**src/rtl/fcdbw_pkg.sv**
```systemverilog
package fcdbw_pkg;

  // Framebuffer geometry
  localparam int FB_WIDTH  = 256;
  localparam int FB_HEIGHT = 256;
  localparam int PIX_COUNT = FB_WIDTH * FB_HEIGHT;
  localparam int PIX_W     = $clog2(PIX_COUNT);
  localparam int XW        = $clog2(FB_WIDTH);
  localparam int YW        = $clog2(FB_HEIGHT);

  // Signed width for coordinate compares (coordinate, viewport end, fb bound)
  localparam int CMP_W     = 13;

  // Q2.14 depth, 1.0 = 16384
  localparam int DEPTH_ONE = 16384;

  // Queue between front and back
  localparam int QDEPTH    = 4;
  localparam int QPTR_W    = $clog2(QDEPTH);

  // Configuration port address width (six 32-bit registers)
  localparam int CFG_AW    = 5;

  typedef logic signed [11:0] coord_t;
  typedef logic signed [15:0] depth_t;
  typedef logic        [7:0]  chan_t;
  typedef logic        [7:0]  vp_pos_t;
  typedef logic        [8:0]  vp_size_t;
  typedef logic [PIX_W-1:0]   pix_idx_t;

  localparam depth_t Z_MIN = depth_t'(-DEPTH_ONE);
  localparam depth_t Z_MAX = depth_t'(DEPTH_ONE);

  typedef enum logic [1:0] {
    OUTC_WRITTEN    = 2'd0,
    OUTC_CLIPPED    = 2'd1,
    OUTC_DEPTH_FAIL = 2'd2
  } outcome_t;

  // Register indexes, in address order
  typedef enum logic [2:0] {
    REG_VP_X     = 3'd0,
    REG_VP_Y     = 3'd1,
    REG_VP_W     = 3'd2,
    REG_VP_H     = 3'd3,
    REG_DEPTH_EN = 3'd4,
    REG_BLEND_EN = 3'd5
  } reg_idx_t;

  typedef struct packed {
    vp_pos_t  vp_x;
    vp_pos_t  vp_y;
    vp_size_t vp_w;
    vp_size_t vp_h;
    logic     depth_test_en;
    logic     blend_en;
  } cfg_t;

  // Classified fragment as it travels through the queue
  typedef struct packed {
    logic     clip;
    pix_idx_t idx;
    depth_t   z;
    chan_t    r;
    chan_t    g;
    chan_t    b;
    chan_t    a;
  } q_item_t;

  // One pixel of the framebuffer; alpha is not stored
  typedef struct packed {
    depth_t z;
    chan_t  b;
    chan_t  g;
    chan_t  r;
  } pix_word_t;

endpackage

```
**src/rtl/fcdbw_queue.sv**
```systemverilog
module fcdbw_queue import fcdbw_pkg::*; (
  input  logic    clk,
  input  logic    rst_n,
  input  logic    push,
  input  q_item_t push_item,
  output logic    full,
  input  logic    pop,
  output logic    head_vld,
  output q_item_t head_item
);

  q_item_t           ent_r [QDEPTH];
  logic [QPTR_W-1:0] wr_ptr_r, rd_ptr_r;
  logic [QPTR_W:0]   cnt_r;

  assign full      = (cnt_r == (QPTR_W+1)'(QDEPTH));
  assign head_vld  = (cnt_r != '0);
  assign head_item = ent_r[rd_ptr_r];

  // Pointers and fill level
  always_ff @(posedge clk) begin
    if (!rst_n) begin
      wr_ptr_r <= '0;
      rd_ptr_r <= '0;
      cnt_r    <= '0;
    end else begin
      if (push) begin
        wr_ptr_r <= (wr_ptr_r == QPTR_W'(QDEPTH-1)) ? '0 : wr_ptr_r + 1'b1;
      end
      if (pop) begin
        rd_ptr_r <= (rd_ptr_r == QPTR_W'(QDEPTH-1)) ? '0 : rd_ptr_r + 1'b1;
      end
      if (push && !pop) begin
        cnt_r <= cnt_r + 1'b1;
      end else if (!push && pop) begin
        cnt_r <= cnt_r - 1'b1;
      end
    end
  end

  // Entry storage
  always_ff @(posedge clk) begin
    if (push) begin
      ent_r[wr_ptr_r] <= push_item;
    end
  end

endmodule

```
**config.mk**
```make
export PLATFORM = sky130hd
export DESIGN_NAME = fcdbw_queue
export DESIGN_NICKNAME = d
export VERILOG_FILES = /design/src/rtl/fcdbw_pkg.sv /design/src/rtl/fcdbw_queue.sv
export SDC_FILE = /design/constraint.sdc
export NUM_CORES = 1
export LEC_CHECK = 0
export CORE_MARGIN = 2
export CORE_UTILIZATION = 31
export DETAILED_ROUTE_END_ITERATION = 7
export DONT_BUFFER_PORTS = 1
export GPL_TIMING_DRIVEN = 0
export SYNTH_ARGS = -nofsm -noshare
export SYNTH_HDL_FRONTEND = slang
export SYNTH_SLANG_ARGS = --single-unit
```
**constraint.sdc**
```tcl
create_clock -name clk -period 3.3 [get_ports clk]
set_input_delay 0.66 -clock clk [delete_from_list [all_inputs] [get_ports clk]]
set_output_delay 0.66 -clock clk [all_outputs]
set_load 0.01 [all_outputs]
```
Word-level counts from Yosys, hierarchy flattened
Memory sizes are Yosys's and may differ from the RTL's. A register that Yosys moved wholly into a read port is not among the register bits.
Cells that the tools add are included.

cells by class
  add/sub/neg operators = 4
  equal/unequal tests = 3
  muxes and demuxes = 8
  reduce and logical (&&, ||, !) cells = 6

operators with widths
  cell                                              number
  2-to-1 mux 2 bit                                  4
  2-to-1 mux 3 bit                                  2
  adder 2 x 1 -> 2 bit, second input constant       2
  equality test 2 bit, second input constant        2
  adder 3 x 1 -> 3 bit, second input constant       1
  equality test 3 bit, second input constant        1
  nonzero test 3 bit                                1
  subtractor 3 x 1 -> 3 bit, second input constant  1
  logical AND 1 bit                                 2
  zero test 1 bit                                   2
  2-to-1 mux 1 bit                                  2
  nonzero test 2 bit                                1

storage, ports and cells
  bits in registers = 7
  RAM bits = 260
  input bits = 69
  output and inout bits = 67
  word-level logic and storage cells = 25
  memories = 1

memories
  memory  depth  bits a word  read ports  clocked after Yosys merged registers in  wr ports  line               source
  ent_r   4      65           1           1                                        1         fcdbw_queue.sv:12  q_item_t ent_r [QDEPTH];

Logic depth before layout (Yosys ltp)
  depth after elaboration = 4
  gate-level depth with buffers = 7
  mapped depth without buffers = 7

Worst setup path after synthesis
No wires, ideal clock.

  path kind = input-to-reg
  from = in push
  to = mem ent_r[0][0] (netlist bit) (enable)
  library setup time = 0.430 ns
  arrival = 2.189 ns
  required time = 2.870 ns
  setup slack = 0.681 ns
  stages on the path = 1
  buffers on the path = 0
  cells stage by stage = and2_1

between the ends
  cells in the longest elaborated chain, start to end = 2

ends and longest elaborated chain
  element                                 line               source
  from (decl)                             fcdbw_queue.sv:4   input logic push,
  2-to-1 mux 1 bit                        fcdbw_queue.sv:43  if (push) begin
  2-to-1 mux 1 bit (not written as such)  fcdbw_queue.sv:44  ent_r[wr_ptr_r] <= push_item;
  to (decl)                               fcdbw_queue.sv:12

No other way between the ends.

==> metrics <==
DIE AREA=0.03333 mm^2; Max VDD drop=0.5275 mV; number of nets with antenna violations after routing=0; CP max stage cell=mux4_2; Max FO, Critical Path=10; synth unique cells=23; post-synth design cell area=0.009883 mm^2; Avg WL per Cell=21.19 um; syn avg cell area=25.80 um^2; final instance area=0.01138 mm^2; Via Count=3916; total power=7.498 mW; Seq pwr share=0.527; total routed wirelength=17.82 mm; H-tree lvl count=1; Comb power frac=0.067; register area share after synthesis=0.8082; fraction of layout cells with a size suffix above 1=0.2961; P per Cell Area=658.9 mW/mm^2; largest family of logic cells by synthesized area=multiplexers; Area after DPL=0.01048 mm^2; Sw Share=0.2133; Crit. End Element=output pin; Syn Nets=459; Crit path required time=2640 ps; vias in the first global route=4370; GRT Total Usage=0.1068; number of remaining DRC errors=0; Int Power=5.898 mW; Compound-Gate Fraction of Synth Area=0.002026; post_cts resized=0; ant diodes=0; crit path cell chain=buf_2 -> buf_2 -> mux4_2; area added between synthesis and finish=15.14%; Buffers & Inverters on Critical Path=2; Syn Inst Count=383; Clock Sinks=269; clock power share=0.406; most common cell after layout, fill and taps aside=edfxtp_1; Die Ht=182.6 um; Worst Hold Class=input pin to register; CP peak stage delay=430 ps; maxcap violations=0; total grt overflow=0; Die X=182.6 um; clock latency at the later pin of the worst-skew pair=540 ps; NumNets Final=494; Post-Synth XOR/XNOR Area=0.001772; initial drt markers=209; clk_skew=15.77 ps; 1st-pass router iterations=4; first-pass GRT wire length=26.65 mm; post-layout minimum cycle time=2598 ps; CTS Buf Count=29; Avg Vias per Cell=4.656; crit path launch type=register; largest net degree at the start of global routing=35; GPL Wtd Cong=0.6640; worst reg2reg path startpoint=wr_ptr_r[0]$_SDFFE_PN0P_; # IOs=136; setup bufs post-CTS=0; CTS tree=yes; Post-Synth Adder-Cell Area=0.009621; outcome=finished clean; Arrival @ worst endpoint=1940 ps; final setup fails=0; dpl hpwl=11.40 mm; RSZ-0062 raised after global routing=no; Core Region=0.03147 mm^2; final hold viol count=0; FMAX=384.9 MHz; Clock transition at path regs=70 ps; crit-path leading delay family=buffers and inverters; number of synthesized register bits=269; most frequent cells in the layout=260 x edfxtp_1, 65 x mux4_2, 29 x clkbuf_16, 9 x buf_12, 9 x dfxtp_1; Yosys warning count=0; # rows=65; mux contribution to synthesized area=0.1522; initial antenna violation count=0; WS Path Type=register to output pin; Pins Over Slew Limit=0; Relative slew margins=0.6060; CP most frequent cell=buf_2; worst hold start=push_item[58]; switching pwr=1.599 mW; CTS Buffer Depth=3; final worst path period share=0.7874; CTS Root Cell=clkbuf_16; Leakage=3.525 nW; hold slack=209.5 ps; hold buffers post-CTS=0; Worst-Margin Slew=591.0 ps; Synth Area in Simple Gates=0.009242; Starting Density=0.3140; input/output buffers=0
==> state kept, by name, summed over array words and instances, names as in the netlist, named ones only <==
name	count
rd_ptr_r	2
cnt_r	3
ent_r	260
wr_ptr_r	2
==> cells by family (layout without fill, tap and decap cells) <==
family,after synthesis,after routing
flip-flops,269,269
multiplexers,69,69
buffers and inverters,18,74
AND/OR/NAND/NOR,15,15
adder cells (fa/ha/maj),7,7
AO/OA/AOI/OAI,3,3
XOR/XNOR,2,2
==> synth_stat cells <==
library cell / count / area, um^2
buf_12: 5 / 100.1
o21ai_0: 1 / 5.000
nor2b_1: 5 / 31.28
nor3b_1: 1 / 7.510
fa_1: 1 / 20.02
a21boi_0: 1 / 7.510
mux4_2: 65 / 1464
and2_1: 5 / 31.28
edfxtp_1: 260 / 7807
mux2i_1: 4 / 40.04
ha_1: 6 / 75.07
xnor2_1: 1 / 8.760
buf_6: 1 / 11.26
inv_1: 4 / 15.01
buf_2: 6 / 30.03
or3_1: 2 / 12.51
nor2_1: 1 / 3.750
xor2_1: 1 / 8.760
clkbuf_1: 1 / 3.750
dfxtp_1: 9 / 180.2
nor3_1: 1 / 5.000
o21a_1: 1 / 7.510
buf_4: 1 / 7.510
==> path summary, 6_finish.rpt <==
path / to / slack, ps / cells after the start
worst max-delay path: head_item[26] / 700 / 3
worst min-delay path: ent_r[3][58]$_DFFE_PP_ / 210 / 0
worst max register to register: ent_r[0][36]$_DFFE_PP_ / 1530 / 4
worst min register to register: cnt_r[2]$_SDFFE_PN0P_ / 500 / 2
==> per-stage QoR <==
stage	TNS, ps	util	setup WS (ps)	cells
2_1_floorplan	0	-	681.5	383
3_3_place_gp	-140130	0.3300	-558.2	785
3_5_place_dp	0	0.3329	1146	789
4_1_cts	0	0.3616	551.7	841
5_1_grt	0	0.3616	523.9	841
6_report	0	0.3616	701.7	841
==> routing by layer <==
metal  wire length (um)  vias to the layer above  GRT usage
li1                   -                     1712          -
met1               6548                     2035     0.1175
met2               8985                      132     0.1860
met3               1888                       37    0.04770
met4                403                        0    0.03194
met5                  0                        -          0
==> final cells by class <==
class	count	area (um^2)
clock inverter	20	166.4
timing repair buffer	4	80.08
inverter	4	15.01
sequential	269	7988
tap	402	503.0
multi-input combinational	96	1738
fill	2792	20090
clock buffer	32	737.0
buffer	14	152.6
==> power groups by stage <==
| stage | Clock [mW] | Combinational [mW] | Sequential, mW |
|---|---|---|---|
| 2_1_floorplan | 0 | 0.392 | 4.02 |
| 3_3_place_gp | 0 | 0.501 | 4.03 |
| 3_5_place_dp | 0 | 0.527 | 4.03 |
| 4_1_cts | 3.14 | 0.529 | 3.95 |
| 5_1_grt | 3.28 | 0.548 | 3.96 |
| 6_report | 3.04 | 0.505 | 3.95 |
(Power assumes the default switching activity.)
