File: config.mk
export PLATFORM = sky130hd
export DESIGN_NAME = fcdbw_front_flat
export DESIGN_NICKNAME = d
export VERILOG_FILES = /design/src/rtl/fcdbw_pkg.sv /design/src/rtl/fcdbw_ifs.sv /design/src/rtl/fcdbw_front.sv /design/src/flat_wrapper.sv
export SDC_FILE = /design/constraint.sdc
export NUM_CORES = 1
export LEC_CHECK = 0
export BUFFER_PORTS_ARGS = -buffer_cell sky130_fd_sc_hd__buf_2
export CORE_AREA = 10 10 109 62
export DETAILED_ROUTE_END_ITERATION = 12
export DIE_AREA = 0 0 119 72
export GPL_TIMING_DRIVEN = 0
export PLACE_DENSITY = 0.89
export RECOVER_POWER = 25
export SETUP_SLACK_MARGIN = 0.15
export SYNTH_ARGS = -nofsm -noshare
export SYNTH_HDL_FRONTEND = slang
export SYNTH_SLANG_ARGS = --single-unit
File: constraint.sdc
create_clock -name vclk -period 7.45
set_input_delay 0.745 -clock vclk [all_inputs]
set_output_delay 0.745 -clock vclk [all_outputs]
set_load 0.01 [all_outputs]
File: src/rtl/fcdbw_pkg.sv
package fcdbw_pkg;

  // Framebuffer geometry
  localparam int FB_WIDTH  = 256;
  localparam int FB_HEIGHT = 256;
  localparam int PIX_COUNT = FB_WIDTH * FB_HEIGHT;
  localparam int PIX_W     = $clog2(PIX_COUNT);
  localparam int XW        = $clog2(FB_WIDTH);
  localparam int YW        = $clog2(FB_HEIGHT);

  // Signed width for coordinate compares (coordinate, viewport end, fb bound)
  localparam int CMP_W     = 13;

  // Q2.14 depth, 1.0 = 16384
  localparam int DEPTH_ONE = 16384;

  // Queue between front and back
  localparam int QDEPTH    = 4;
  localparam int QPTR_W    = $clog2(QDEPTH);

  // Configuration port address width (six 32-bit registers)
  localparam int CFG_AW    = 5;

  typedef logic signed [11:0] coord_t;
  typedef logic signed [15:0] depth_t;
  typedef logic        [7:0]  chan_t;
  typedef logic        [7:0]  vp_pos_t;
  typedef logic        [8:0]  vp_size_t;
  typedef logic [PIX_W-1:0]   pix_idx_t;

  localparam depth_t Z_MIN = depth_t'(-DEPTH_ONE);
  localparam depth_t Z_MAX = depth_t'(DEPTH_ONE);

  typedef enum logic [1:0] {
    OUTC_WRITTEN    = 2'd0,
    OUTC_CLIPPED    = 2'd1,
    OUTC_DEPTH_FAIL = 2'd2
  } outcome_t;

  // Register indexes, in address order
  typedef enum logic [2:0] {
    REG_VP_X     = 3'd0,
    REG_VP_Y     = 3'd1,
    REG_VP_W     = 3'd2,
    REG_VP_H     = 3'd3,
    REG_DEPTH_EN = 3'd4,
    REG_BLEND_EN = 3'd5
  } reg_idx_t;

  typedef struct packed {
    vp_pos_t  vp_x;
    vp_pos_t  vp_y;
    vp_size_t vp_w;
    vp_size_t vp_h;
    logic     depth_test_en;
    logic     blend_en;
  } cfg_t;

  // Classified fragment as it travels through the queue
  typedef struct packed {
    logic     clip;
    pix_idx_t idx;
    depth_t   z;
    chan_t    r;
    chan_t    g;
    chan_t    b;
    chan_t    a;
  } q_item_t;

  // One pixel of the framebuffer; alpha is not stored
  typedef struct packed {
    depth_t z;
    chan_t  b;
    chan_t  g;
    chan_t  r;
  } pix_word_t;

endpackage

File: src/rtl/fcdbw_ifs.sv
// Fragment channel
interface fcdbw_frag_if import fcdbw_pkg::*; ();
  logic   valid;
  logic   ready;
  coord_t frag_x;
  coord_t frag_y;
  depth_t frag_depth;
  chan_t  frag_red;
  chan_t  frag_green;
  chan_t  frag_blue;
  chan_t  frag_alpha;

  modport source (
    output valid, frag_x, frag_y, frag_depth,
    output frag_red, frag_green, frag_blue, frag_alpha,
    input  ready
  );
  modport sink (
    input  valid, frag_x, frag_y, frag_depth,
    input  frag_red, frag_green, frag_blue, frag_alpha,
    output ready
  );
endinterface


File: src/rtl/fcdbw_front.sv
module fcdbw_front import fcdbw_pkg::*; (
  fcdbw_frag_if.sink in_frag,
  input  cfg_t       cfg,
  input  logic       q_full,
  input  logic       busy,
  output logic       push,
  output q_item_t    push_item
);

  localparam logic signed [CMP_W-1:0] FB_W_S = CMP_W'(FB_WIDTH);
  localparam logic signed [CMP_W-1:0] FB_H_S = CMP_W'(FB_HEIGHT);

  logic signed [CMP_W-1:0] x_s, y_s;
  logic signed [CMP_W-1:0] vx_s, vy_s, vx_end_s, vy_end_s;
  logic                    out_vp, out_fb, out_z;

  assign in_frag.ready = !q_full && !busy;
  assign push          = in_frag.valid && in_frag.ready;

  // Coordinates and viewport edges in a common signed width
  assign x_s      = CMP_W'(in_frag.frag_x);
  assign y_s      = CMP_W'(in_frag.frag_y);
  assign vx_s     = CMP_W'(cfg.vp_x);
  assign vy_s     = CMP_W'(cfg.vp_y);
  assign vx_end_s = CMP_W'(cfg.vp_x) + CMP_W'(cfg.vp_w);
  assign vy_end_s = CMP_W'(cfg.vp_y) + CMP_W'(cfg.vp_h);

  // Clip classification
  assign out_vp = (x_s < vx_s) || (x_s >= vx_end_s) || (y_s < vy_s) || (y_s >= vy_end_s);
  assign out_fb = (x_s < 0) || (x_s >= FB_W_S) || (y_s < 0) || (y_s >= FB_H_S);
  assign out_z  = (in_frag.frag_depth < Z_MIN) || (in_frag.frag_depth > Z_MAX);

  // Queue entry; the pixel index only matters for unclipped fragments
  always_comb begin
    push_item.clip = out_vp || out_fb || out_z;
    push_item.idx  = pix_idx_t'(pix_idx_t'(y_s[YW-1:0]) * pix_idx_t'(FB_WIDTH)
                     + pix_idx_t'(x_s[XW-1:0]));
    push_item.z    = in_frag.frag_depth;
    push_item.r    = in_frag.frag_red;
    push_item.g    = in_frag.frag_green;
    push_item.b    = in_frag.frag_blue;
    push_item.a    = in_frag.frag_alpha;
  end

endmodule

File: src/flat_wrapper.sv
// flat-port wrapper written by rule: the top's interface ports become plain ports
module fcdbw_front_flat import fcdbw_pkg::*;
  (cfg, q_full, busy, push, push_item, in_frag_valid, in_frag_frag_x, in_frag_frag_y, in_frag_frag_depth, in_frag_frag_red, in_frag_frag_green, in_frag_frag_blue, in_frag_frag_alpha, in_frag_ready);
  fcdbw_frag_if in_frag_i ();
  input  cfg_t cfg;
  input  logic q_full;
  input  logic busy;
  output logic push;
  output q_item_t push_item;
  input wire logic [$bits(in_frag_i.valid)-1:0] in_frag_valid;
  input wire logic [$bits(in_frag_i.frag_x)-1:0] in_frag_frag_x;
  input wire logic [$bits(in_frag_i.frag_y)-1:0] in_frag_frag_y;
  input wire logic [$bits(in_frag_i.frag_depth)-1:0] in_frag_frag_depth;
  input wire logic [$bits(in_frag_i.frag_red)-1:0] in_frag_frag_red;
  input wire logic [$bits(in_frag_i.frag_green)-1:0] in_frag_frag_green;
  input wire logic [$bits(in_frag_i.frag_blue)-1:0] in_frag_frag_blue;
  input wire logic [$bits(in_frag_i.frag_alpha)-1:0] in_frag_frag_alpha;
  output wire logic [$bits(in_frag_i.ready)-1:0] in_frag_ready;
  assign in_frag_i.valid = in_frag_valid;
  assign in_frag_i.frag_x = in_frag_frag_x;
  assign in_frag_i.frag_y = in_frag_frag_y;
  assign in_frag_i.frag_depth = in_frag_frag_depth;
  assign in_frag_i.frag_red = in_frag_frag_red;
  assign in_frag_i.frag_green = in_frag_frag_green;
  assign in_frag_i.frag_blue = in_frag_frag_blue;
  assign in_frag_i.frag_alpha = in_frag_frag_alpha;
  assign in_frag_ready = in_frag_i.ready;
  fcdbw_front u_core (.in_frag(in_frag_i), .cfg(cfg), .q_full(q_full), .busy(busy), .push(push), .push_item(push_item));
endmodule
Word level (Yosys, flattened, before mapping) --
Cells that the tools add are included.
Operators by class: add/subtract/negate cells 3, order comparisons 10, reduce and logical (&&, ||, !) cells 13
Operators with widths (number):
- >= comparator 12 x 10 -> 1 bit (second input constant) | 2
- >= comparator 12 x 11 -> 1 bit | 2
- less-than comparator 12 x 1 -> 1 bit (second input constant) | 2
- less-than comparator 12 x 9 -> 1 bit | 2
- adder 8 x 9 -> 10 bit | 2
- adder 16 x 8 -> 16 bit | 1
- > comparator 16 bit (second input constant) | 1
- less-than comparator 16 x 15 -> 1 bit (second input constant) | 1
- logical OR 1 bit | 9
- logical AND 1 bit | 2
- logical NOT 1 bit | 2
Storage, ports and cells: output and inout bits 67, input port bits 111, bits in registers 0

Logic depth before layout (Yosys ltp) --
depth in word-level cells 7, mapped depth 14, gate-level depth less buffers 14

Worst setup path after synthesis --
OpenSTA, ideal clock, no wires.
path kind input to output, start point in cfg[3] (netlist bit), end point out push_item[64] (netlist bit), required time 6.705 ns, arrival 3.044 ns, stages 12, slack 3.661 ns, cells stage by stage ha_1 > a21o_1 > a211oi_1 > nor2_1 > o41ai_2 > xor2_1 > ha_1 > a211o_1 > a21oi_1 > a31oi_1 > nor4_2 > nand4_1
RTL lines:
- start: declaration | line flat_wrapper.sv:5 | input cfg_t cfg;
- end: declaration | line flat_wrapper.sv:9 | output q_item_t push_item;

==> results.yml <==
outcome:
  status: "complete, no violations"
synth:
  ys_top_cells_by_area: "ha_1 (31%), buf_4 (24%), xor2_1 (5.2%)"
  yosysSeqAreaShare_pct: 0
  synthCells: 258
  yosysTopAreaCellShare_pct: 30.85
  synth-simple-area-share_pct: 16.72
  synth_adder_area_share_pct: 32.82
  synth_area_leader_cell: "ha_1"
  synth_compound_area_share_pct: 17.03
  synth_mux_area_share_pct: 0
  synth_top_family_by_area: "adder cells"
  synth_cell_types: 39
  syn_area_per_cell_um2: 7.861
  yosysWarnings: 0
  syn-cell-area_um2: 2028
  synth_xor_area_share_pct: 6.046
  syn_nets: 421
place:
  place_hpwl_um: 6235
  port_buffers: 144
  gp_congestion: 0.8083
  placed_cells: 472
  placed_area_um2: 2836
worst_hold_path:
  hold_path_class: "in -> out"
  whs_path_depth: 2
  hold_end: "push_item[13]"
  holdCritStartpoint: "in_frag_frag_blue[5]"
grt:
  grt_pass1_vias: 2289
  grt_pass1_wl_um: 10210
  antenna_found_initial: 0
  track_usage_pct: 13.50
  grt_remaining_overflow: 0
  grt_max_degree: 5
power:
  powerDensity_nw_per_um2: 71.03
  irDropWorstVdd_mv: 0.03559
  leakagePower_nw: 1.618
critical_path:
  worstPathArrival_ns: 3.53
  crit_required_ns: 6.70
  start_kind: "input port"
  worstSetupEndpointType: "output port"
  critPathKind: "in -> out"
  cp_max_fo: 3
final_layout:
  layout.nets: 567
  clock_buffers: 0
  drive_above_1_share_pct: 49.50
  instances_no_fill: 472
  ff_latch_area_um2: 0
  fin_area_um2: 2816
  seq_cells: 0
  n_antenna_cell: 0
  syn_to_final_growth_pct: 38.86
drt:
  vias: 2179
  drc: 0
  drt_first_pass_iters: 4
  ant_nets: 0
  drt-total-wl_um: 6587
  drt_iter0_markers: 38
  wl_per_cell_um: 13.96
  viasPerCell: 4.617
clock_network:
  holdBufCountCts: 0
  ctsResizeCount: 0
  post_cts_buffers: 0
timing:
  rsz0062_at_grt: "false"
  max_slew_margin_pct: 75.40
  finalHoldViolCount: 0
  slew_viol_final: 0
  fmax_mhz: 233.7
  setup_viol: 0
  setup_tns_ns: 0
  period_share_pct: 57.42
  worst_pin_slew_ns: 0.3651
  period_minus_slack_ns: 4.278
die:
  io_pins: 178
  start_util_pct: 42.08
  die-area_um2: 8568
  die_w_um: 119
  die_y_um: 72
  fp-row-count: 18
  core_area_um2: 4820
job:
  cap_violations: 0
-- synthesized netlist by cell type (2+ instances only) --
cell,n
buf_4,64
ha_1,50
inv_1,20
nor2_1,19
xor2_1,12
a21oi_1,10
o21ai_0,9
nand4_1,7
nor2b_1,7
a21o_1,6
a211oi_1,4
nand2_1,4
nand2b_1,3
nand3_1,3
nor3_1,3
nor4_1,3
o21a_1,3
and4_1,2
fa_1,2
o22ai_1,2
o2bb2a_1,2
o31ai_1,2
o41ai_2,2
or3_1,2
or4_4,2
xnor2_1,2
-- logic make-up after synthesis --
logic type,Yosys count
AO/OA/AOI/OAI,48
XOR/XNOR,14
AND/OR/NAND/NOR,60
buffers and inverters,84
adder cells (fa/ha/maj),52
-- where the power goes --
group | switching [mW] | leakage (nW) | internal [mW]
combinational | 0.0959 | 1.62 | 0.104
clock | 0 | 0 | 0
sequential | 0 | 0 | 0
total | 0.0959 | 1.62 | 0.104
-- cells in the final DEF, fill, tap and decap left out, types with 3 or more instances in the layout --
cell	n
buf_2	128
a21oi_1	10
nor4_1	3
o21ai_0	9
inv_1	20
nand2_1	4
nor2b_1	7
buf_4	64
nand2b_1	3
nand4_1	7
nor2_1	19
clkbuf_1	16
a211oi_1	4
nor3_1	3
nand3_1	3
xor2_1	12
o21a_1	3
ha_1	50
a21o_1	6
-- final cells by class --
type	instances	area [um^2]
fillers	484	2003
repair buffers	144	700.7
multi-input cells	174	1473
well taps	70	87.58
plain buffers	64	480.5
inverters	20	75.07
-- layer usage --
metal	track usage [%]	routed length, um	vias up
li1	-	-	1149
met1	14.04	2542	958
met2	28.80	3628	72
met3	2.780	415	0
met4	0	0	0
met5	0	0	-
-- worst max-delay path, cell delays in order --
cell	delay, ns
buf_2	0.11
ha_1	0.28
a21o_1	0.19
a211oi_1	0.25
nor2_1	0.11
o41ai_2	0.32
xor2_1	0.19
ha_1	0.28
a211o_1	0.30
a21oi_1	0.15
a31oi_1	0.12
nor4_2	0.25
nand4_1	0.09
buf_2	0.16
-- stage by stage --
stage / utilization, % / setup slack (ns) / hold slack (ns) / power, mW
3_5_place_dp: 58.85 / 3.180 / 1.680 / 0.2013
6_report: 58.44 / 3.172 / 1.677 / 0.2001
4_1_cts: 58.85 / 3.156 / 1.679 / 0.2027
5_1_grt: 58.44 / 2.962 / 1.689 / 0.2247
2_1_floorplan: - / 3.661 / 1.537 / 0.1330
3_3_place_gp: 58.85 / 3.194 / 1.679 / 0.1941
-- worst max-delay path by stage --
| stage | start | end | slack [ns] |
|---|---|---|---|
| final | cfg[3] | push_item[64] | 3.17 |
| after global routing | cfg[3] | push_item[64] | 2.96 |
| after CTS | cfg[3] | push_item[64] | 3.16 |
| after detailed placement | cfg[3] | push_item[64] | 3.18 |
| after global placement | cfg[3] | push_item[64] | 3.19 |
| after floorplan | cfg[3] | push_item[64] | 3.66 |
(Power assumes the default switching activity.)
