### config.mk
export PLATFORM = sky130hd
export DESIGN_NAME = fcdbw_regs
export DESIGN_NICKNAME = d
export VERILOG_FILES = /design/src/rtl/fcdbw_pkg.sv /design/src/rtl/fcdbw_regs.sv
export SDC_FILE = /design/constraint.sdc
export NUM_CORES = 1
export LEC_CHECK = 0
export BUFFER_PORTS_ARGS = -buffer_cell sky130_fd_sc_hd__buf_2
export CAP_MARGIN = 20
export CORE_MARGIN = 1
export CORE_UTILIZATION = 46
export DETAILED_ROUTE_END_ITERATION = 8
export PLACE_DENSITY = 0.95
export SYNTH_ARGS = -nofsm -noshare
export SYNTH_HDL_FRONTEND = slang
export SYNTH_SLANG_ARGS = --single-unit
export TNS_END_PERCENT = 100
### constraint.sdc
create_clock -name clk -period 4.8 [get_ports clk]
set_clock_uncertainty 0.2 [all_clocks]
set_input_delay 0.96 -clock clk [delete_from_list [all_inputs] [get_ports clk]]
set_output_delay 0.96 -clock clk [all_outputs]
set_load 0.05 [all_outputs]
### src/rtl/fcdbw_pkg.sv
package fcdbw_pkg;

  // Framebuffer geometry
  localparam int FB_WIDTH  = 256;
  localparam int FB_HEIGHT = 256;
  localparam int PIX_COUNT = FB_WIDTH * FB_HEIGHT;
  localparam int PIX_W     = $clog2(PIX_COUNT);
  localparam int XW        = $clog2(FB_WIDTH);
  localparam int YW        = $clog2(FB_HEIGHT);

  // Signed width for coordinate compares (coordinate, viewport end, fb bound)
  localparam int CMP_W     = 13;

  // Q2.14 depth, 1.0 = 16384
  localparam int DEPTH_ONE = 16384;

  // Queue between front and back
  localparam int QDEPTH    = 4;
  localparam int QPTR_W    = $clog2(QDEPTH);

  // Configuration port address width (six 32-bit registers)
  localparam int CFG_AW    = 5;

  typedef logic signed [11:0] coord_t;
  typedef logic signed [15:0] depth_t;
  typedef logic        [7:0]  chan_t;
  typedef logic        [7:0]  vp_pos_t;
  typedef logic        [8:0]  vp_size_t;
  typedef logic [PIX_W-1:0]   pix_idx_t;

  localparam depth_t Z_MIN = depth_t'(-DEPTH_ONE);
  localparam depth_t Z_MAX = depth_t'(DEPTH_ONE);

  typedef enum logic [1:0] {
    OUTC_WRITTEN    = 2'd0,
    OUTC_CLIPPED    = 2'd1,
    OUTC_DEPTH_FAIL = 2'd2
  } outcome_t;

  // Register indexes, in address order
  typedef enum logic [2:0] {
    REG_VP_X     = 3'd0,
    REG_VP_Y     = 3'd1,
    REG_VP_W     = 3'd2,
    REG_VP_H     = 3'd3,
    REG_DEPTH_EN = 3'd4,
    REG_BLEND_EN = 3'd5
  } reg_idx_t;

  typedef struct packed {
    vp_pos_t  vp_x;
    vp_pos_t  vp_y;
    vp_size_t vp_w;
    vp_size_t vp_h;
    logic     depth_test_en;
    logic     blend_en;
  } cfg_t;

  // Classified fragment as it travels through the queue
  typedef struct packed {
    logic     clip;
    pix_idx_t idx;
    depth_t   z;
    chan_t    r;
    chan_t    g;
    chan_t    b;
    chan_t    a;
  } q_item_t;

  // One pixel of the framebuffer; alpha is not stored
  typedef struct packed {
    depth_t z;
    chan_t  b;
    chan_t  g;
    chan_t  r;
  } pix_word_t;

endpackage

### src/rtl/fcdbw_regs.sv
module fcdbw_regs import fcdbw_pkg::*; (
  input  logic              clk,
  input  logic              rst_n,
  input  logic              psel,
  input  logic              penable,
  input  logic              pwrite,
  input  logic [CFG_AW-1:0] paddr,
  input  logic [31:0]       pwdata,
  output logic [31:0]       prdata,
  output logic              pready,
  output cfg_t              cfg
);

  cfg_t       cfg_r;
  logic       wr_en;
  logic [2:0] reg_sel;

  assign pready  = 1'b1;
  assign wr_en   = psel && penable && pwrite;
  assign reg_sel = paddr[CFG_AW-1:2];
  assign cfg     = cfg_r;

  // Register file, written in the access phase
  always_ff @(posedge clk) begin
    if (!rst_n) begin
      cfg_r.vp_x          <= '0;
      cfg_r.vp_y          <= '0;
      cfg_r.vp_w          <= vp_size_t'(256);
      cfg_r.vp_h          <= vp_size_t'(256);
      cfg_r.depth_test_en <= 1'b0;
      cfg_r.blend_en      <= 1'b0;
    end else if (wr_en) begin
      unique case (reg_sel)
        REG_VP_X:     cfg_r.vp_x          <= pwdata[7:0];
        REG_VP_Y:     cfg_r.vp_y          <= pwdata[7:0];
        REG_VP_W:     cfg_r.vp_w          <= pwdata[8:0];
        REG_VP_H:     cfg_r.vp_h          <= pwdata[8:0];
        REG_DEPTH_EN: cfg_r.depth_test_en <= pwdata[0];
        REG_BLEND_EN: cfg_r.blend_en      <= pwdata[0];
        default: ;
      endcase
    end
  end

  // Read-back mux
  always_comb begin
    prdata = '0;
    unique case (reg_sel)
      REG_VP_X:     prdata = 32'(cfg_r.vp_x);
      REG_VP_Y:     prdata = 32'(cfg_r.vp_y);
      REG_VP_W:     prdata = 32'(cfg_r.vp_w);
      REG_VP_H:     prdata = 32'(cfg_r.vp_h);
      REG_DEPTH_EN: prdata = 32'(cfg_r.depth_test_en);
      REG_BLEND_EN: prdata = 32'(cfg_r.blend_en);
      default:      prdata = '0;
    endcase
  end

endmodule

# After elaboration in Yosys (flattened, before gate mapping)
# Index checks and enable logic that the tools add are counted.
[word_totals]
ff_bits = 36
output_inout_bits = 69
[classes]
n_eq_ne = 5
mux = 1
n_reduce_logical = 9
[ops]
columns = ["cell", "n"]
rows = [
  ["$pmux 9 s6", 1],
  ["$reduce_and 2->1", 6],
  ["$eq 3x2->1 const B", 2],
  ["$eq 3x3->1 const B", 2],
  ["$eq 3x1->1 const B", 1],
  ["$logic_not 3->1", 1],
  ["$logic_and 1x1->1", 2],
]

# Logic depth before layout (Yosys ltp)
# Gate-level depths: netlist of the first run.
[logic_depth]
ltp_word = 3
ltp_mapped = 5

# Least setup slack after synthesis of the first run
# OpenSTA, ideal clock, no wires.
[synth_timing]
kind = "input to output"
from = "input paddr[2]"
to = "output prdata[8]"
arrival_time_ns = 2.702
t_required_ns = 3.640
slack_ns = 0.938
stages = 4
path_buffers = 2
path_cell_list = "clkbuf_1 -> buf_2 -> mux2i_1 -> nor3b_1"
[synth_via]
elab_chain_cells = 2
word_cells_on_any_way = 7
cone_classes = "5 x eq/ne; 1 x mux; 1 x reduce/logical"
[synth_rtl]
columns = ["item", "line_no", "text"]
rows = [
  ["from (decl)", "fcdbw_regs.sv:7", "input logic [CFG_AW-1:0] paddr,"],
  ["$eq 3x3->1, or another cell as far along", "fcdbw_regs.sv:48", "unique case (reg_sel)"],
  ["$pmux 9 s6 *", "fcdbw_regs.sv:48", ""],
  ["to (decl)", "fcdbw_regs.sv:9", "output logic [31:0] prdata,"],
]
# Every way passes the cells marked *; elsewhere a longest branch is shown, timed or not.

# Final worst setup path of the first run
[layout_timing]
from = "input paddr[4]"
to = "output prdata[0]"
# The elaborated chain is that of the path after synthesis.

==> results.sh, run 1 <==
export IMPL_status="completed"
export IMPL_gp_congestion=0.722
export IMPL_clockBufferDepth=2
export IMPL_slowest_stage="mux4_2"
export IMPL_rsz0062_at_grt="no"
export IMPL_clk_pin_slew_ns=0.06
export IMPL_die_h_um=65.5
export IMPL_synth_seq_cells=36
export IMPL_core_area_um2=3770
export IMPL_die_area_um2=4290
export IMPL_rows=22
export IMPL_timing_final_max_slew_violations=0
export IMPL_hold_class="register to register"
export IMPL_worstReg2RegStart="cfg[5]"
export IMPL_cts_resized=0
export IMPL_fill_cells=331
export IMPL_clock_latency_ns=0.28
export IMPL_grt_pass1_wl_um=6380
export IMPL_max_stage_delay_ns=0.54
export IMPL_wl_met1_um=1700
export IMPL_io_pins=111
export IMPL_min_path_cells=2
export IMPL_drt_wl_total_um=4060
export IMPL_layout_drive_gt1_share_pct=33.6
export IMPL_wl_met3_um=259
export IMPL_cp_data_arrival_time_ns=2.26
export IMPL_startpoint_type="input port"
export IMPL_fin_util_pct=57.2
export IMPL_fin_nets=279
export IMPL_power_density_nw_per_um2=283
export IMPL_cts_root_buf="clkbuf_8"
export IMPL_htree_levels=2
export IMPL_postLayoutCellArea_um2=2160
export IMPL_max_freq_mhz=293
export IMPL_crit_type="input port to primary output"
export IMPL_grt_max_degree=46
export IMPL_synth_area_um2=1850
export IMPL_relSlewSlack_pct=34.9
export IMPL_drtPass1Iterations=4
export IMPL_postPlaceCellArea_um2=2070
export IMPL_synth_top_cell_area_share_pct=38.9
export IMPL_r2r_end="cfg[5]"
export IMPL_postCtsSetupBuffers=0
export IMPL_synth_cells=183
export IMPL_peakVddDrop_uv=264
export IMPL_crit_chain="buf_2 -> mux4_2 -> mux2_2 -> buf_2"
export IMPL_top_layer="met4"
export IMPL_reg2reg_depth=2
export IMPL_setup_viol=0
export IMPL_cp_end_kind="primary output"
export IMPL_yosys_cell_types_count=22
export IMPL_globalRoute_totalOverflow=0
export IMPL_cp_common_cell="buf_2"
export IMPL_min_to="cfg[9]"
export IMPL_period_needed_ns=3.42
export IMPL_cts_hold_buffers_added=0
export IMPL_finalCritPeriodShare_pct=71.2
export IMPL_maxCapViolCount=0
export IMPL_grt_pass1_vias=1296
export IMPL_clock_sinks=36
export IMPL_syn_to_final_growth_pct=16.3
export IMPL_yosys_warnings=0
export IMPL_min_from="cfg[9]"
export IMPL_synth_area_leader_cell="dfxtp_1"
export IMPL_required_ns=3.64
export IMPL_initial_utilization_pct=49.1
export IMPL_viasPerCell=5.01
export IMPL_synth_area_leaders="dfxtp_1, mux2i_1, buf_4, mux4_2, nand2_1"
export IMPL_num_antenna_cells=0
export IMPL_p_leak_nw=1.01
export IMPL_drt_iter0_drc=44
export IMPL_vias=1432
export IMPL_power_w=0.000609
export IMPL_wl_met2_um=2050
export IMPL_die_x_um=65.5
export IMPL_hold_viol_final=0
export IMPL_ys_seq_area_share_pct=38.9
export IMPL_crit_fanout=12
export IMPL_tightest_slew_ns=0.972
export IMPL_wl_per_cell_um=14.2
export IMPL_reg2reg_slack_ns=3.90
export IMPL_cts_buffers=5
export IMPL_drc=0
export IMPL_portBuffers=61
export IMPL_largest_reg_flops=36
export IMPL_grtUsageTotal_pct=20.0
export IMPL_syn_avg_cell_area_um2=10.1
export IMPL_antenna_found_initial=0
export IMPL_postRouteAntennaNets=0
export IMPL_fin_setup_tns_ns=0
export IMPL_dpl_hpwl_um=2630
export IMPL_cts_tree="done"
-- power breakdown --
part           switching [W]  internal, W
registers         0.00000162     0.000301
logic              0.0000762    0.0000159
clock network      0.0000979     0.000117
total               0.000176     0.000434
-- placed cells by master, fill, tap and decap left out --
cell      synthesis  layout
clkbuf_1          6       2
dfxtp_1          36      36
clkbuf_8          0       6
mux4_2            8       8
nor2_4            2       2
nor3b_2           0       1
nand4b_4          1       1
nor2_1            1       1
nand2b_1          1       1
conb_1            2      24
nor2b_1          10      10
nand4_1           1       1
nor3b_1           2       1
mux2_2            1       1
o41ai_1           1       1
o31ai_1           1       1
o311ai_0          1       1
buf_2             2      61
mux2i_1          36      36
o211ai_1          1       1
nand2_1          41      41
or3_1             1       1
-- routing by layer --
layer | vias up | global-route usage (%)
met5 | - | 0
met4 | 0 | 5.71
met3 | 6 | 4.69
met2 | 65 | 35.8
met1 | 685 | 23.6
li1 | 676 | -
-- cell usage after synthesis --
library cell / number
nor2_1: 1
buf_2: 2
o311ai_0: 1
nand2b_1: 1
nand4_1: 1
nor2b_1: 10
mux2i_1: 36
buf_4: 27
mux2_2: 1
nor3b_1: 2
nand4b_4: 1
conb_1: 2
o41ai_1: 1
clkbuf_1: 6
nand2_1: 41
clkbuf_2: 1
o31ai_1: 1
dfxtp_1: 36
nor2_4: 2
or3_1: 1
mux4_2: 8
o211ai_1: 1
-- how the worst max path moves through the flow --
stage	slack (ns)	endpoint	cells after the start	from
after floorplan	0.94	prdata[8]	4	paddr[2]
after global placement	1.38	prdata[0]	4	paddr[4]
after detailed placement	1.39	prdata[0]	4	paddr[4]
after CTS	1.38	prdata[0]	4	paddr[4]
after global routing	1.34	prdata[0]	4	paddr[4]
final	1.38	prdata[0]	4	paddr[4]
-- stage by stage --
step | cells | hold WS [ns] | setup WS (ns)
floorplan | 205 | 0.481 | 0.938
global placement | 278 | 0.253 | 1.38
detailed placement | 278 | 0.260 | 1.39
CTS | 286 | 0.273 | 1.38
global route | 286 | 0.294 | 1.34
finish | 286 | 0.267 | 1.38
-- final cells by class --
cell class	instances	area (um2)	area share (%)
sequential	36	721	33.4
multi-input combinational	133	980	45.4
timing repair buffer	61	305	14.2
tap	48	60.1	2.79
clock buffer	8	90.1	4.18
-- worst max-delay path: cells and delay by family --
kind	cells	cell delay (ns)
buffers and inverters	2	0.48
multiplexers	2	0.82
-- logic make-up after synthesis --
logic type,after synthesis,share of synthesized area (%)
other,2,0.405
and+or+nand+nor,60,16.2
buffers and inverters,36,13.0
DFF,36,38.9
AOI/OAI and AO/OA,4,1.76
muxes,45,29.8
Power figures use the tool's default switching activity.
==> inputs of run 2 (changes only) <==
--- a/config.mk
+++ b/config.mk
@@ -5,12 +5,13 @@
 export SDC_FILE = /design/constraint.sdc
 export NUM_CORES = 1
 export LEC_CHECK = 0
+export ABC_AREA = 1
 export BUFFER_PORTS_ARGS = -buffer_cell sky130_fd_sc_hd__buf_2
 export CAP_MARGIN = 20
 export CORE_MARGIN = 1
-export CORE_UTILIZATION = 46
+export CORE_UTILIZATION = 45
 export DETAILED_ROUTE_END_ITERATION = 8
-export PLACE_DENSITY = 0.95
+export PLACE_DENSITY = 0.91
 export SYNTH_ARGS = -nofsm -noshare
 export SYNTH_HDL_FRONTEND = slang
 export SYNTH_SLANG_ARGS = --single-unit
==> constraint.sdc (replaced) <==
create_clock -name clk -period 3.5 [get_ports clk]
set_clock_uncertainty 0.2 [all_clocks]
set_input_delay 0.7 -clock clk [delete_from_list [all_inputs] [get_ports clk]]
set_output_delay 0.7 -clock clk [all_outputs]
set_load 0.05 [all_outputs]
==> results.sh, run 2 <==
export IMPL_clock_latency_ns=0.29
export IMPL_cts_hold_buffers_added=0
export IMPL_postRouteAntennaNets=0
export IMPL_io_pins=111
export IMPL_drt_iter0_drc=203
export IMPL_maxCapViolCount=0
export IMPL_finalCritPeriodShare_pct=86.2
export IMPL_drtPass1Iterations=4
export IMPL_drc=0
export IMPL_status="completed"
export IMPL_peakVddDrop_uv=223
export IMPL_period_needed_ns=3.02
export IMPL_p_leak_nw=1.25
export IMPL_cts_tree="done"
export IMPL_cts_root_buf="clkbuf_8"
export IMPL_max_freq_mhz=331
export IMPL_vias=2047
export IMPL_rsz0062_at_grt="no"
export IMPL_dpl_hpwl_um=3430
export IMPL_die_x_um=69.7
export IMPL_yosys_warnings=0
export IMPL_antenna_found_initial=0
export IMPL_gp_congestion=0.925
export IMPL_postCtsSetupBuffers=0
export IMPL_rows=24
export IMPL_fin_setup_tns_ns=0
export IMPL_htree_levels=2
export IMPL_postPlaceCellArea_um2=2240
export IMPL_grtUsageTotal_pct=20.5
export IMPL_crit_type="input port to primary output"
export IMPL_fin_nets=414
export IMPL_synth_seq_cells=36
export IMPL_grt_max_degree=37
export IMPL_grt_pass1_vias=1757
export IMPL_grt_pass1_wl_um=8020
export IMPL_clk_pin_slew_ns=0.07
export IMPL_die_h_um=69.7
export IMPL_synth_area_leaders="dfxtp_1, nand2_1, nor2_1, buf_4, nand3_1"
export IMPL_timing_final_max_slew_violations=0
export IMPL_core_area_um2=4380
export IMPL_tightest_slew_ns=0.655
export IMPL_final_common_cell="nand2_1"
export IMPL_synth_edf_count=0
export IMPL_synth_common_cells="nand2_1, nor2_1, dfxtp_1"
export IMPL_synth_area_leader_cell="dfxtp_1"
export IMPL_die_area_um2=4850
export IMPL_syn_avg_cell_area_um2=6.50
export IMPL_num_antenna_cells=0
export IMPL_async_flop_share_pct=0
export IMPL_hold_viol_final=0
export IMPL_viasPerCell=4.82
export IMPL_cts_resized=0
export IMPL_synth_flop_cell="dfxtp_1"
export IMPL_cts_buffers=5
export IMPL_synth_cells=317
export IMPL_synth_area_um2=2060
export IMPL_synth_most_common_cell="nand2_1"
export IMPL_crit_fanout=15
export IMPL_cp_data_arrival_time_ns=2.12
export IMPL_power_density_nw_per_um2=415
export IMPL_wl_per_cell_um=11.5
export IMPL_postLayoutCellArea_um2=2370
export IMPL_initial_utilization_pct=47.0
export IMPL_fin_util_pct=54.0
export IMPL_syn_to_final_growth_pct=14.8
export IMPL_required_ns=2.60
export IMPL_layout_drive_gt1_share_pct=23.9
export IMPL_portBuffers=61
export IMPL_cp_end_kind="primary output"
export IMPL_setup_viol=0
export IMPL_ys_seq_area_share_pct=35.0
export IMPL_clock_sinks=36
export IMPL_drt_wl_total_um=4870
export IMPL_clockBufferDepth=2
export IMPL_hold_class="register to register"
export IMPL_largest_reg_flops=36
export IMPL_final_cell_mix="nand2_1, nor2_1, buf_2"
export IMPL_globalRoute_totalOverflow=0
export IMPL_yosys_cell_types_count=22
export IMPL_relSlewSlack_pct=56.3
export IMPL_synth_top_cell_area_share_pct=35.0
export IMPL_startpoint_type="input port"
## run 2: changes by cell type after synthesis, moves of 8 or more
cell / change
mux2i_1: -36
inv_1: +25
nand2_1: +42
nor2_1: +70
nor2_2: +11
a21oi_1: +8
mux4_2: -8
nand3_1: +32
nor2b_1: -10
## run 2: cell type report
cell class,count,area (um2)
Timing Repair Buffer,61,305
Fill cell,415,2020
Clock buffer,7,96.3
Clock inverter,1,30.0
Inverter,28,108
Tap cell,52,65.1
Sequential cell,36,721
Multi-Input combinational cell,240,1040
## run 2: through the flow
stage	hold WS, ns	std cells	power (W)	setup WS [ns]
2_1_floorplan	0.510	339	0.000583	0.475
3_3_place_gp	0.276	417	0.000584	0.585
5_1_grt	0.321	425	0.00101	0.358
4_1_cts	0.302	425	0.000982	0.522
3_5_place_dp	0.292	417	0.000586	0.567
6_report	0.296	425	0.000981	0.482
## run 2: worst max-delay path, cell delays in order
cell,delay [ns]
buf_2,0.17
inv_1,0.09
nand2_1,0.08
nor2_2,0.47
nand2_1,0.12
nand2_1,0.09
inv_1,0.04
nand2_1,0.08
buf_2,0.27
## run 2: worst paths after layout
path                               start         to  slack, ns  cells after the start
worst max-delay path            paddr[2]  prdata[1]       0.48                      9
worst min register to register   cfg[10]    cfg[10]       0.30                      2
worst min-delay path             cfg[10]    cfg[10]       0.30                      2
worst max register to register   cfg[19]    cfg[19]       2.65                      2
## run 2: cell families (layout without fill, tap and decap cells)
| group | Yosys count | in the layout | synth area share [%] |
|---|---|---|---|
| compound gates | 11 | 11 | 2.67 |
| flops | 36 | 36 | 35.0 |
| other cells | 2 | 24 | 0.364 |
| simple gates | 205 | 205 | 43.5 |
| buf+inv | 63 | 97 | 18.5 |
## run 2: routing by layer
metal | wire, um | GRT usage (%) | share of wire, %
met1 | 2040 | 25.0 | 42
met2 | 2360 | 34.6 | 48
met3 | 415 | 5.96 | 8.5
met4 | 55 | 6.67 | 1.1
met5 | 0 | 0 | 0
## run 2: power breakdown
part | switching, W | internal [W]
sequential | 0.00000406 | 0.000415
combinational | 0.000134 | 0.0000257
clock | 0.000152 | 0.000251
total | 0.000290 | 0.000692
==> inputs of run 3 (changes only) <==
--- a/config.mk
+++ b/config.mk
@@ -8,6 +8,7 @@
 export ABC_AREA = 1
 export BUFFER_PORTS_ARGS = -buffer_cell sky130_fd_sc_hd__buf_2
 export CAP_MARGIN = 20
+export CORE_ASPECT_RATIO = 0.8
 export CORE_MARGIN = 1
 export CORE_UTILIZATION = 45
 export DETAILED_ROUTE_END_ITERATION = 8
==> results.sh, run 3 (synthesis results as in run 2) <==
export IMPL_r2r_end="cfg[19]"
export IMPL_cts_root_buf="clkbuf_8"
export IMPL_place_inst=423
export IMPL_grtUsageMet2_pct=34.0
export IMPL_seq_area_um2=721
export IMPL_final_cell_mix="nand2_1, nor2_1, buf_2"
export IMPL_fill_cells=429
export IMPL_worstReg2RegStart="cfg[19]"
export IMPL_multi_input_area_um2=1040
export IMPL_num_antenna_cells=0
export IMPL_use_met1_pct=26.1
export IMPL_seqPwrFrac_pct=44.2
export IMPL_cts_tree="done"
export IMPL_postRouteAntennaNets=0
export IMPL_antenna_found_initial=0
export IMPL_critPathTopFamily="simple AND/OR/NAND/NOR gates"
export IMPL_power_switching_w=0.000296
export IMPL_hold_viol_final=0
export IMPL_grt_busiest_layer="met2"
export IMPL_setup_viol=0
export IMPL_clockBufferDepth=2
export IMPL_postLayoutCellArea_um2=2360
export IMPL_finalCritPeriodShare_pct=84.4
export IMPL_grt_pass1_wl_um=7850
export IMPL_slowest_stage="nor2_2"
export IMPL_htree_levels=2
export IMPL_postCtsSetupBuffers=0
export IMPL_hold_class="register to register"
export IMPL_clock_latency_ns=0.29
export IMPL_globalRoute_totalOverflow=0
export IMPL_io_pins=111
export IMPL_wl_per_cell_um=11.1
export IMPL_met3_usage_pct=5.40
export IMPL_cts_resized=0
export IMPL_layout_drive_gt1_share_pct=24.1
export IMPL_switching_share_pct=31.2
export IMPL_power_w=0.000947
export IMPL_gp_congestion=0.863
export IMPL_relSlewSlack_pct=55.9
export IMPL_reg2reg_slack_ns=2.67
export IMPL_cp_common_cell="nand2_1"
export IMPL_dpl_hpwl_um=3470
export IMPL_status="completed"
export IMPL_cp_depth=9
export IMPL_clockPowerShare_pct=38.9
export IMPL_pwr_share_comb_pct=16.9
export IMPL_drc=0
export IMPL_final_common_cell="nand2_1"
export IMPL_clk_pin_slew_ns=0.07
export IMPL_endpoint="prdata[4]"
export IMPL_maxCapViolCount=0
export IMPL_rsz0062_at_grt="no"
export IMPL_p_leak_nw=1.25
export IMPL_viasPerCell=4.70
export IMPL_startpoint_type="input port"
export IMPL_cp_end_kind="primary output"
export IMPL_reg2reg_depth=2
export IMPL_rows=21
export IMPL_max_stage_delay_ns=0.43
export IMPL_p_int_w=0.000652
export IMPL_crit_fanout=13
export IMPL_final_cell_count_no_fill=431
export IMPL_cp_data_arrival_time_ns=2.05
export IMPL_required_ns=2.60
export IMPL_drt_wl_total_um=4780
export IMPL_portBuffers=61
export IMPL_die_area_um2=4860
export IMPL_tightest_slew_ns=0.661
export IMPL_critPathLaunch="paddr[3]"
export IMPL_initial_utilization_pct=48.1
export IMPL_period_needed_ns=2.95
export IMPL_peakVddDrop_uv=325
export IMPL_cts_hold_buffers_added=0
export IMPL_grt_max_degree=37
export IMPL_core_area_um2=4280
export IMPL_largest_reg_flops=36
export IMPL_clock_sinks=36
export IMPL_die_x_um=77.7
export IMPL_worst_path_buf_inv=4
export IMPL_cts_buffers=5
export IMPL_drt_iter0_drc=107
export IMPL_crit_chain="buf_2 -> inv_2 -> nand2_1 -> nor2_2 -> nand2_1 -> nand2_1 -> inv_1 -> nand2_1 -> buf_2"
export IMPL_die_h_um=62.5
export IMPL_fin_nets=415
export IMPL_drtPass1Iterations=4
export IMPL_vias=2024
export IMPL_syn_to_final_growth_pct=14.8
export IMPL_fin_setup_tns_ns=0
export IMPL_grt_pass1_vias=1728
export IMPL_grtUsageTotal_pct=20.4
export IMPL_power_density_nw_per_um2=401
export IMPL_max_freq_mhz=339
export IMPL_crit_type="input port to primary output"
export IMPL_postPlaceCellArea_um2=2250
export IMPL_timing_final_max_slew_violations=0
## run 3: cell count changes in the layout (fill, tap and decap cells not counted), sizes merged
| cell | change |
|---|---|
| clkinv | +1 |
| clkbuf | -2 |
| buf | +1 |
| clkinvlp | +1 |
## run 3: worst min-delay path, cell delays in order, from the launching register on
cell     delay [ns]
dfxtp_1        0.32
nor2_1         0.10
nor2_1         0.05
## run 3: layout make-up
type / instances / share of cell area [%]
clock buffers: 5 / 2.91
clock inverters: 3 / 1.80
inverters: 28 / 4.55
multi-input cells: 240 / 44.0
flip-flops and latches: 36 / 30.5
well taps: 57 / 3.02
repair buffers: 62 / 13.2
## run 3: metrics by stage
stage | hold WS, ns | setup WS [ns] | util, %
CTS | 0.301 | 0.569 | 55.2
finish | 0.302 | 0.547 | 55.2
global route | 0.318 | 0.415 | 55.2
global placement | 0.280 | 0.608 | 52.6
detailed placement | 0.291 | 0.571 | 52.6
floorplan | 0.510 | 0.475 | -
## run 3: power groups by stage
stage                     Combinational [W]  Sequential [W]  Clock (W)
after floorplan                    0.000137        0.000446          0
after global placement             0.000156        0.000428          0
after detailed placement           0.000159        0.000428          0
after CTS                          0.000159        0.000419   0.000376
after global routing               0.000171        0.000419   0.000395
final                              0.000160        0.000419   0.000369
## run 3: worst min path at each step
stage | startpoint | endpoint | slack (ns) | cells past startpoint
floorplan | cfg[7] | cfg[7] | 0.51 | 2
global route | cfg[35] | cfg[35] | 0.32 | 2
detailed placement | cfg[8] | cfg[8] | 0.29 | 2
CTS | cfg[8] | cfg[8] | 0.30 | 2
global placement | cfg[10] | cfg[10] | 0.28 | 2
finish | cfg[8] | cfg[8] | 0.30 | 2
## run 3: per-layer routing
layer	part of all wire (%)	wire length, um	up-vias
met3	7.2	345	7
met5	0	0	-
met2	47	2240	80
met1	45	2150	905
li1	-	-	1032
met4	1.0	48	0
